===== src/rtl/mspfp_pkg.sv =====
`timescale 1ns / 1ps
// ----------------------------------------------------------------------------
// mspfp_pkg
// Shared types, byte codes and the CRC-8/DVB-S2 byte update for the
// MSP v2 frame parser.
// ----------------------------------------------------------------------------
package mspfp_pkg;

  localparam logic [7:0] CRC_POLY    = 8'hD5;
  localparam logic [7:0] MARK_DOLLAR = 8'h24;
  localparam logic [7:0] MARK_X      = 8'h58;
  localparam logic [7:0] DIR_IN      = 8'h3E;
  localparam logic [7:0] DIR_OUT     = 8'h4D;

  localparam logic [1:0] STATUS_OK     = 2'd0;
  localparam logic [1:0] STATUS_CRC    = 2'd1;
  localparam logic [1:0] STATUS_LENGTH = 2'd2;

  localparam logic [1:0] REG_WANTED_COMMAND = 2'd0;
  localparam logic [1:0] REG_FILTER_ENABLE  = 2'd1;
  localparam logic [1:0] REG_MAX_PAYLOAD    = 2'd2;

  localparam logic [15:0] WANTED_COMMAND_RESET = 16'd182;
  localparam logic [15:0] MAX_PAYLOAD_RESET    = 16'd2048;

  // One result beat as it leaves the decoder.
  typedef struct packed {
    logic        has_checksum;
    logic [15:0] command;
    logic [1:0]  frame_status;
    logic        frame_end;
    logic        byte_valid;
    logic [7:0]  payload_byte;
  } res_t;

  // Live register values seen by the decoder.
  typedef struct packed {
    logic [15:0] wanted_command;
    logic        filter_enable;
    logic [15:0] max_payload;
  } cfg_t;

  // Feeds one byte into the CRC, MSB first.
  function automatic logic [7:0] crc_feed(input logic [7:0] crc, input logic [7:0] b);
    logic [7:0] c;
    c = crc ^ b;
    for (int i = 0; i < 8; i++) begin
      if (c[7]) begin
        c = {c[6:0], 1'b0} ^ CRC_POLY;
      end else begin
        c = {c[6:0], 1'b0};
      end
    end
    return c;
  endfunction

endpackage


===== src/rtl/mspfp_decode.sv =====
`timescale 1ns / 1ps
// ----------------------------------------------------------------------------
// mspfp_decode
// Frame state machine and running CRC; turns one accepted byte into at most
// one result beat in the same cycle.
// ----------------------------------------------------------------------------
module mspfp_decode
  import mspfp_pkg::*;
(
  input  logic       clk,
  input  logic       rst,
  input  logic       in_accept,
  input  logic [7:0] rx_byte,
  input  cfg_t       cfg,
  output logic       res_valid,
  output res_t       res
);

  localparam logic [3:0] PH_HUNT    = 4'd0;
  localparam logic [3:0] PH_X       = 4'd1;
  localparam logic [3:0] PH_DIR     = 4'd2;
  localparam logic [3:0] PH_FLAGS   = 4'd3;
  localparam logic [3:0] PH_CMD_LO  = 4'd4;
  localparam logic [3:0] PH_CMD_HI  = 4'd5;
  localparam logic [3:0] PH_LEN_LO  = 4'd6;
  localparam logic [3:0] PH_LEN_HI  = 4'd7;
  localparam logic [3:0] PH_PAYLOAD = 4'd8;
  localparam logic [3:0] PH_CRC     = 4'd9;

  logic [3:0]  phase, phase_next;
  logic        inbound, inbound_next;
  logic [15:0] frame_command, frame_command_next;
  logic [15:0] payload_length, payload_length_next;
  logic [15:0] bytes_seen, bytes_seen_next;
  logic [7:0]  running_crc, running_crc_next;

  logic [7:0]  crc_upd;
  logic [15:0] seen_inc;
  logic [15:0] len_full;
  logic        passed;
  logic        rv;
  logic        r_byte_valid;
  logic        r_frame_end;
  logic [1:0]  r_status;
  logic [7:0]  r_payload;

  assign crc_upd  = crc_feed((phase == PH_FLAGS) ? 8'h00 : running_crc, rx_byte);
  assign seen_inc = bytes_seen + 16'd1;
  assign len_full = {rx_byte, payload_length[7:0]};
  assign passed   = !cfg.filter_enable || (frame_command == cfg.wanted_command);

  always_comb begin
    phase_next          = phase;
    inbound_next        = inbound;
    frame_command_next  = frame_command;
    payload_length_next = payload_length;
    bytes_seen_next     = bytes_seen;
    running_crc_next    = running_crc;
    rv                  = 1'b0;
    r_byte_valid        = 1'b0;
    r_frame_end         = 1'b0;
    r_status            = STATUS_OK;
    r_payload           = 8'h00;
    case (phase)
      PH_HUNT: begin
        if (rx_byte == MARK_DOLLAR) phase_next = PH_X;
      end
      PH_X: begin
        if (rx_byte == MARK_X) phase_next = PH_DIR;
        else if (rx_byte != MARK_DOLLAR) phase_next = PH_HUNT;
      end
      PH_DIR: begin
        if (rx_byte == DIR_IN || rx_byte == DIR_OUT) begin
          inbound_next = (rx_byte == DIR_IN);
          phase_next   = PH_FLAGS;
        end else begin
          phase_next = (rx_byte == MARK_DOLLAR) ? PH_X : PH_HUNT;
        end
      end
      PH_FLAGS: begin
        running_crc_next = crc_upd;
        phase_next       = PH_CMD_LO;
      end
      PH_CMD_LO: begin
        running_crc_next   = crc_upd;
        frame_command_next = {8'h00, rx_byte};
        phase_next         = PH_CMD_HI;
      end
      PH_CMD_HI: begin
        running_crc_next   = crc_upd;
        frame_command_next = {rx_byte, frame_command[7:0]};
        phase_next         = PH_LEN_LO;
      end
      PH_LEN_LO: begin
        running_crc_next    = crc_upd;
        payload_length_next = {8'h00, rx_byte};
        phase_next          = PH_LEN_HI;
      end
      PH_LEN_HI: begin
        running_crc_next    = crc_upd;
        payload_length_next = len_full;
        bytes_seen_next     = 16'd0;
        if (len_full > cfg.max_payload) begin
          phase_next  = PH_HUNT;
          rv          = 1'b1;
          r_frame_end = 1'b1;
          r_status    = STATUS_LENGTH;
        end else if (len_full == 16'd0) begin
          if (inbound) begin
            phase_next = PH_CRC;
          end else begin
            phase_next  = PH_HUNT;
            rv          = 1'b1;
            r_frame_end = 1'b1;
          end
        end else begin
          phase_next = PH_PAYLOAD;
        end
      end
      PH_PAYLOAD: begin
        running_crc_next = crc_upd;
        bytes_seen_next  = seen_inc;
        if (seen_inc >= payload_length) begin
          if (inbound) begin
            phase_next = PH_CRC;
          end else begin
            // An outbound frame closes on its last payload byte.
            phase_next  = PH_HUNT;
            rv          = 1'b1;
            r_frame_end = 1'b1;
          end
        end
        if (passed) begin
          rv           = 1'b1;
          r_byte_valid = 1'b1;
          r_payload    = rx_byte;
        end
      end
      PH_CRC: begin
        phase_next  = PH_HUNT;
        rv          = 1'b1;
        r_frame_end = 1'b1;
        if (payload_length != 16'd0 && rx_byte != running_crc) r_status = STATUS_CRC;
      end
      default: begin
        phase_next = PH_HUNT;
      end
    endcase
  end

  always_ff @(posedge clk) begin
    if (rst) begin
      phase          <= PH_HUNT;
      inbound        <= 1'b0;
      frame_command  <= 16'd0;
      payload_length <= 16'd0;
      bytes_seen     <= 16'd0;
      running_crc    <= 8'h00;
    end else if (in_accept) begin
      phase          <= phase_next;
      inbound        <= inbound_next;
      frame_command  <= frame_command_next;
      payload_length <= payload_length_next;
      bytes_seen     <= bytes_seen_next;
      running_crc    <= running_crc_next;
    end
  end

  assign res_valid          = in_accept && rv;
  assign res.payload_byte   = r_payload;
  assign res.byte_valid     = r_byte_valid;
  assign res.frame_end      = r_frame_end;
  assign res.frame_status   = r_status;
  assign res.command        = frame_command_next;
  assign res.has_checksum   = inbound_next;

  // Payload counting never runs past the announced size.
  a_seen_bounded: assert property (@(posedge clk) disable iff (rst)
    (phase == PH_PAYLOAD) |-> (bytes_seen < payload_length))
    else $error("payload count reached the frame size inside the payload");

  // A size above the limit always ends the frame with a length status.
  a_len_error: assert property (@(posedge clk) disable iff (rst)
    (in_accept && phase == PH_LEN_HI && len_full > cfg.max_payload)
      |-> (res_valid && res.frame_status == STATUS_LENGTH))
    else $error("oversize frame not closed with length status");

  // Status codes other than ok only appear on a closing beat.
  a_status_end: assert property (@(posedge clk) disable iff (rst)
    (res_valid && res.frame_status != STATUS_OK) |-> res.frame_end)
    else $error("error status on a beat that does not close a frame");

endmodule


===== src/rtl/mspfp_out_buf.sv =====
`timescale 1ns / 1ps
// ----------------------------------------------------------------------------
// mspfp_out_buf
// Two-entry result buffer; keeps input acceptance going while a result
// waits on the downstream side.
// ----------------------------------------------------------------------------
module mspfp_out_buf
  import mspfp_pkg::*;
(
  input  logic clk,
  input  logic rst,
  input  logic push,
  input  res_t din,
  output logic has_space,
  output logic out_valid,
  input  logic out_ready,
  output res_t dout
);

  logic [1:0] count, count_next;
  res_t       head;
  res_t       tail;
  logic       pop;

  assign pop        = out_valid && out_ready;
  assign out_valid  = (count != 2'd0);
  assign has_space  = (count != 2'd2);
  assign dout       = head;
  assign count_next = count + {1'b0, push} - {1'b0, pop};

  always_ff @(posedge clk) begin
    if (rst) begin
      count <= 2'd0;
    end else begin
      count <= count_next;
    end
  end

  always_ff @(posedge clk) begin
    if ((count == 2'd0 && push) || (count == 2'd1 && pop && push)) begin
      head <= din;
    end else if (count == 2'd2 && pop) begin
      head <= tail;
    end
    if (push && ((count == 2'd1 && !pop) || (count == 2'd2 && pop))) begin
      tail <= din;
    end
  end

  a_no_overflow: assert property (@(posedge clk) disable iff (rst)
    push |-> (count != 2'd2 || pop))
    else $error("result pushed into a full buffer");

  a_count_range: assert property (@(posedge clk) disable iff (rst)
    count != 2'd3)
    else $error("result buffer count out of range");

  a_hold_head: assert property (@(posedge clk) disable iff (rst)
    (out_valid && !out_ready) |=> (out_valid && $stable(head)))
    else $error("waiting result changed before it was taken");

endmodule


===== src/rtl/msp_v2_frame_parser.sv =====
`timescale 1ns / 1ps
// Output: a result beat is registered in the result buffer before it is presented.
// Throughput: one byte per cycle while the result buffer has space; the state
// machine and bytewise CRC update finish within the cycle of acceptance, and a
// two-entry result buffer lets bytes keep flowing while one result waits on m_tready.
// Reset: synchronous, active-high rst returns the parser to hunting for '$',
// empties the result buffer and restores the register defaults.
// ----------------------------------------------------------------------------
// msp_v2_frame_parser
// MSP v2 frame parser with CRC-8/DVB-S2 check, command filter and size limit.
// ----------------------------------------------------------------------------
module msp_v2_frame_parser
  import mspfp_pkg::*;
(
  input  logic        clk,
  input  logic        rst,
  // Input byte stream.
  input  logic        s_tvalid,
  output logic        s_tready,
  input  logic [7:0]  s_tdata,   // [7:0] rx_byte
  // Result stream.
  output logic        m_tvalid,
  input  logic        m_tready,
  output logic [23:0] m_tdata,   // [7:0] payload_byte, [23:8] command
  output logic [3:0]  m_tuser,   // [0] byte_valid, [2:1] frame_status, [3] has_checksum
  output logic        m_tlast,   // frame_end
  // Register write channel.
  input  logic        cfg_valid,
  output logic        cfg_ready,
  input  logic [1:0]  cfg_index,
  input  logic [15:0] cfg_data
);

  cfg_t cfg;
  logic in_accept;
  logic has_space;
  logic res_valid;
  res_t res;
  res_t head;

  // Registers are always writable; an index beyond the list is dropped.
  assign cfg_ready = 1'b1;

  always_ff @(posedge clk) begin
    if (rst) begin
      cfg.wanted_command <= WANTED_COMMAND_RESET;
      cfg.filter_enable  <= 1'b1;
      cfg.max_payload    <= MAX_PAYLOAD_RESET;
    end else if (cfg_valid && cfg_ready) begin
      case (cfg_index)
        REG_WANTED_COMMAND: cfg.wanted_command <= cfg_data;
        REG_FILTER_ENABLE:  cfg.filter_enable  <= cfg_data[0];
        REG_MAX_PAYLOAD:    cfg.max_payload    <= cfg_data;
        default: ;
      endcase
    end
  end

  // Each byte makes at most one result, so one free slot is enough to take it.
  assign s_tready  = has_space;
  assign in_accept = s_tvalid && s_tready;

  mspfp_decode u_decode (
    .clk       (clk),
    .rst       (rst),
    .in_accept (in_accept),
    .rx_byte   (s_tdata),
    .cfg       (cfg),
    .res_valid (res_valid),
    .res       (res)
  );

  mspfp_out_buf u_out_buf (
    .clk       (clk),
    .rst       (rst),
    .push      (res_valid),
    .din       (res),
    .has_space (has_space),
    .out_valid (m_tvalid),
    .out_ready (m_tready),
    .dout      (head)
  );

  assign m_tdata = {head.command, head.payload_byte};
  assign m_tuser = {head.has_checksum, head.frame_status, head.byte_valid};
  assign m_tlast = head.frame_end;

endmodule

===== config.mk =====
export PLATFORM = sky130hd
export DESIGN_NAME = msp_v2_frame_parser
export DESIGN_NICKNAME = d
export VERILOG_FILES = /design/src/rtl/mspfp_pkg.sv /design/src/rtl/mspfp_decode.sv /design/src/rtl/mspfp_out_buf.sv /design/src/rtl/msp_v2_frame_parser.sv
export SDC_FILE = /design/constraint.sdc
export NUM_CORES = 1
export LEC_CHECK = 0
export BUFFER_PORTS_ARGS = -buffer_cell sky130_fd_sc_hd__buf_4
export CORE_ASPECT_RATIO = 1.5
export CORE_MARGIN = 2
export CORE_UTILIZATION = 40
export DETAILED_ROUTE_END_ITERATION = 10
export GPL_ROUTABILITY_DRIVEN = 0
export RECOVER_POWER = 100
export SYNTH_ARGS = -nofsm -noshare
export SYNTH_HDL_FRONTEND = slang
export SYNTH_SLANG_ARGS = --single-unit

===== constraint.sdc =====
create_clock -name clk -period 7.45 [get_ports clk]
set_clock_uncertainty 0.15 [all_clocks]
set_input_delay 1.1175 -clock clk [delete_from_list [all_inputs] [get_ports clk]]
set_output_delay 1.1175 -clock clk [all_outputs]
set_load 0.01 [all_outputs]

==> reports/results.ini <==
[min_path]
min_path_type=flop to flop
holdPathStages=2
min_to=cfg[7]
hold_start=cfg[7]

[floorplan]
die_y_um=179
rows=64
core_area_mm2=0.0203
die-area_mm2=0.0217
start_util_pct=40.4
die_width_um=121
io_pins=63

[power_and_ir_drop]
ir_drop_mv=0.133
power_mw=2.56
powerDensity_mw_per_mm2=278
power_leakage_nw=3.45

[setup_path]
cp_cell_sequence=ha_1 -> and3_1 -> and3_1 -> and2_0 -> and3_1 -> xor2_1 -> ha_1 -> nand2_1 -> o21ai_0 -> a2111oi_0 -> o21ai_0 -> a21oi_1 -> a21oi_4 -> clkbuf_1 -> a31o_2
crit_fanout=29
end_kind=flop
required_ns=7.36
rr_worst_depth=15
slowest_stage=clkbuf_1
arrival_ns=5.19
worst-setup-path-type=flop to flop
r2r-start=u_decode.bytes_seen[0]
timing.rr.end=u_out_buf.dout[2]
start_kind=flop
slowest_delay_ns=1.00
cp_common_cell=and3_1
reg2reg_slack_ns=2.17

[yosys]
synthArstFlopShare_pct=0
synth_top_flop_cell=dfxtp_1
synth_edf_count=58
avgSynthCellArea_um2=9.07
synthDistinctLibCells=70
ys_warn_count=0
synth_seq_area_share_pct=44.7
syn_nets=969
ys_seq_elements=154
synth_cells=903
mappedNetlistArea_mm2=0.00819

[placement]
io_buffer_count=61
dp_slack_ns=2.91
dp_hpwl_um=14200
placed_cell_area_mm2=0.00881

[timing]
slew_headroom_pct=-198
fin_crit_ns=5.28
tightest_slew_ns=4.47
setup_viol=0
drv_slew=128
rsz0062_at_grt=no
hold_violations=0
worst_slack_ns=2.17
fin_crit_sh_pct=70.9
fmaxAchievable_ghz=0.189
setup_tns_ns=0

[detailed_routing]
postRouteWirelength_um=19700
firstDrtPassIters=8
drc=0
vias=6280
routed_via_density=5.16
wl_per_cell_um=16.2
drtIter0Drc=377
antenna_left=0

[global_routing]
antenna_found_initial=0
grt_start_max_net_pins=98
grt_pass1_wl_um=31700
first_global_vias=6064
grt-ovfl-total=0
gr-usage-all-layers_pct=18.7

[clock_tree]
h-tree-depth=4
cts-hold-fix-buffers=0
cts_sinks=154
cts.clk_slew.worst_paths_ns=0.07
worstSkewPairLatency_ns=0.43
numCtsBuffers=17
ctsResizeCount=0
cts_tree=yes
cts_buffer_depth=2
post_cts_buffers=0
cts-root-buf=clkbuf_16

[outcome]
status=complete, but fails checks
violations=max-capacitance violations, max-slew violations

[layout]
multiInputGateArea_mm2=0.00407
seq_area_mm2=0.00366
synthToLayoutAreaGrowth_pct=12.7
nets=1005
antenna_cells=0
fin_util_pct=45.6
drive_gt1_share_pct=9.35
final_area_mm2=0.00924
fillers=2003

[flow_run]
maxCapViolCount=2

## worst max-delay path, delay by kind of cell (launching register included)
| family | cells | cell delay [ns] |
|---|---|---|
| compound gates | 6 | 1.61 |
| simple gates | 5 | 1.09 |
| buf+inv | 1 | 1.00 |
| fa+ha+maj | 2 | 0.54 |
| flops | 1 | 0.42 |
| xor+xnor | 1 | 0.08 |
## power by group
group | switching (mW) | total, mW | internal (mW)
registers | 0.0644 | 1.00 | 0.938
clock network | 0.416 | 0.874 | 0.458
logic | 0.396 | 0.687 | 0.291
## per-layer routing
metal / global-route usage, % / part of all wire [%] / wire length [um] / vias up
li1: - / - / - / 3173
met1: 22.1 / 42 / 8290 / 2967
met2: 34.1 / 52 / 10300 / 113
met3: 2.64 / 3.1 / 602 / 27
met4: 7.07 / 2.4 / 482 / 0
met5: 0 / 0 / 0 / -
## layout make-up
class / instances / area share (%)
multi-input combinational: 649 / 44.1
sequential: 154 / 39.7
clock buffer: 17 / 4.61
timing repair buffer: 67 / 3.98
tap: 264 / 3.58
clock inverter: 15 / 2.06
inverter: 50 / 2.03
## worst max path at each step
stage          cells past startpoint                   start            endpoint
4_1_cts                           15  u_decode.bytes_seen[0]   u_out_buf.dout[2]
3_3_place_gp                      14  u_decode.bytes_seen[0]  u_out_buf.dout[12]
5_1_grt                           14  u_decode.bytes_seen[0]   u_out_buf.dout[2]
3_5_place_dp                      15  u_decode.bytes_seen[0]  u_out_buf.dout[16]
2_1_floorplan                     14  u_decode.bytes_seen[0]   u_out_buf.tail[0]
6_report                          15  u_decode.bytes_seen[0]   u_out_buf.dout[2]
## synthesized netlist by cell type (10+ instances only)
cell type,instances,area share [%]
nand2_1,131,6.0
xnor2_1,30,3.2
clkbuf_1,39,1.8
xor2_1,37,4.0
ha_1,35,5.3
o21ai_0,44,2.7
and3_1,10,0.76
nand3_1,20,1.2
nor3_1,14,0.86
mux2_4,10,1.8
and2_1,13,0.99
dfxtp_1,96,23
mux2_2,16,2.2
a21oi_1,83,5.1
nand3b_1,13,1.2
inv_1,50,2.3
edfxtp_1,58,21
nor2_1,91,4.2
## layout by cell type (no fill, tap or decap), types with 3 or more instances in the layout
| cell | instances |
|---|---|
| buf_4 | 31 |
| o22ai_1 | 4 |
| clkbuf_16 | 17 |
| a211oi_1 | 8 |
| a22oi_1 | 4 |
| o21ai_0 | 44 |
| nor4_1 | 9 |
| mux2_1 | 20 |
| and2_0 | 7 |
| nand2b_1 | 7 |
| and3_1 | 10 |
| and4_1 | 3 |
| nand3b_1 | 13 |
| and2_1 | 7 |
| xnor2_1 | 30 |
| inv_1 | 50 |
| a21oi_1 | 83 |
| nand2_1 | 131 |
| nor3_1 | 14 |
| clkbuf_1 | 36 |
| dfxtp_1 | 96 |
| inv_8 | 6 |
| ha_1 | 35 |
| nor2_1 | 91 |
| nand3_1 | 20 |
| xor2_1 | 37 |
| nor3b_1 | 3 |
| edfxtp_1 | 58 |
| xnor2_2 | 5 |
| mux2_2 | 7 |
| nor2b_1 | 4 |
| a21o_1 | 5 |
| nand4_1 | 8 |
| clkinv_8 | 6 |
| a2111oi_0 | 3 |
## state kept, by name (all words and copies together), names as in the netlist
signal,cells
u_decode.inbound,1
u_decode.bytes_seen,16
u_out_buf.dout,29
u_decode.frame_command,16
u_decode.phase,4
u_decode.running_crc,8
u_decode.payload_length,16
cfg,33
u_out_buf.tail,29
u_out_buf.count,2
## logic make-up (layout without fill, tap and decap cells)
kind of cell,after synthesis,in the layout,synth area share [%]
AO/OA/AOI/OAI,171,171,12.3
XOR/XNOR,74,74,8.72
adder cells (fa/ha/maj),35,35,5.34
buffers and inverters,100,149,5.04
flip-flops,154,154,44.7
multiplexers,28,28,4.29
other,1,1,0.0458
AND/OR/NAND/NOR,340,340,19.5
## through the flow
stage | cells | hold WS, ns
after detailed placement | 1184 | 0.298
after CTS | 1216 | 0.307
after floorplan | 903 | 0.286
after global routing | 1216 | 0.327
final | 1216 | 0.307
after global placement | 1184 | 0.295
No activity file was read; power rests on OpenSTA's default activity.
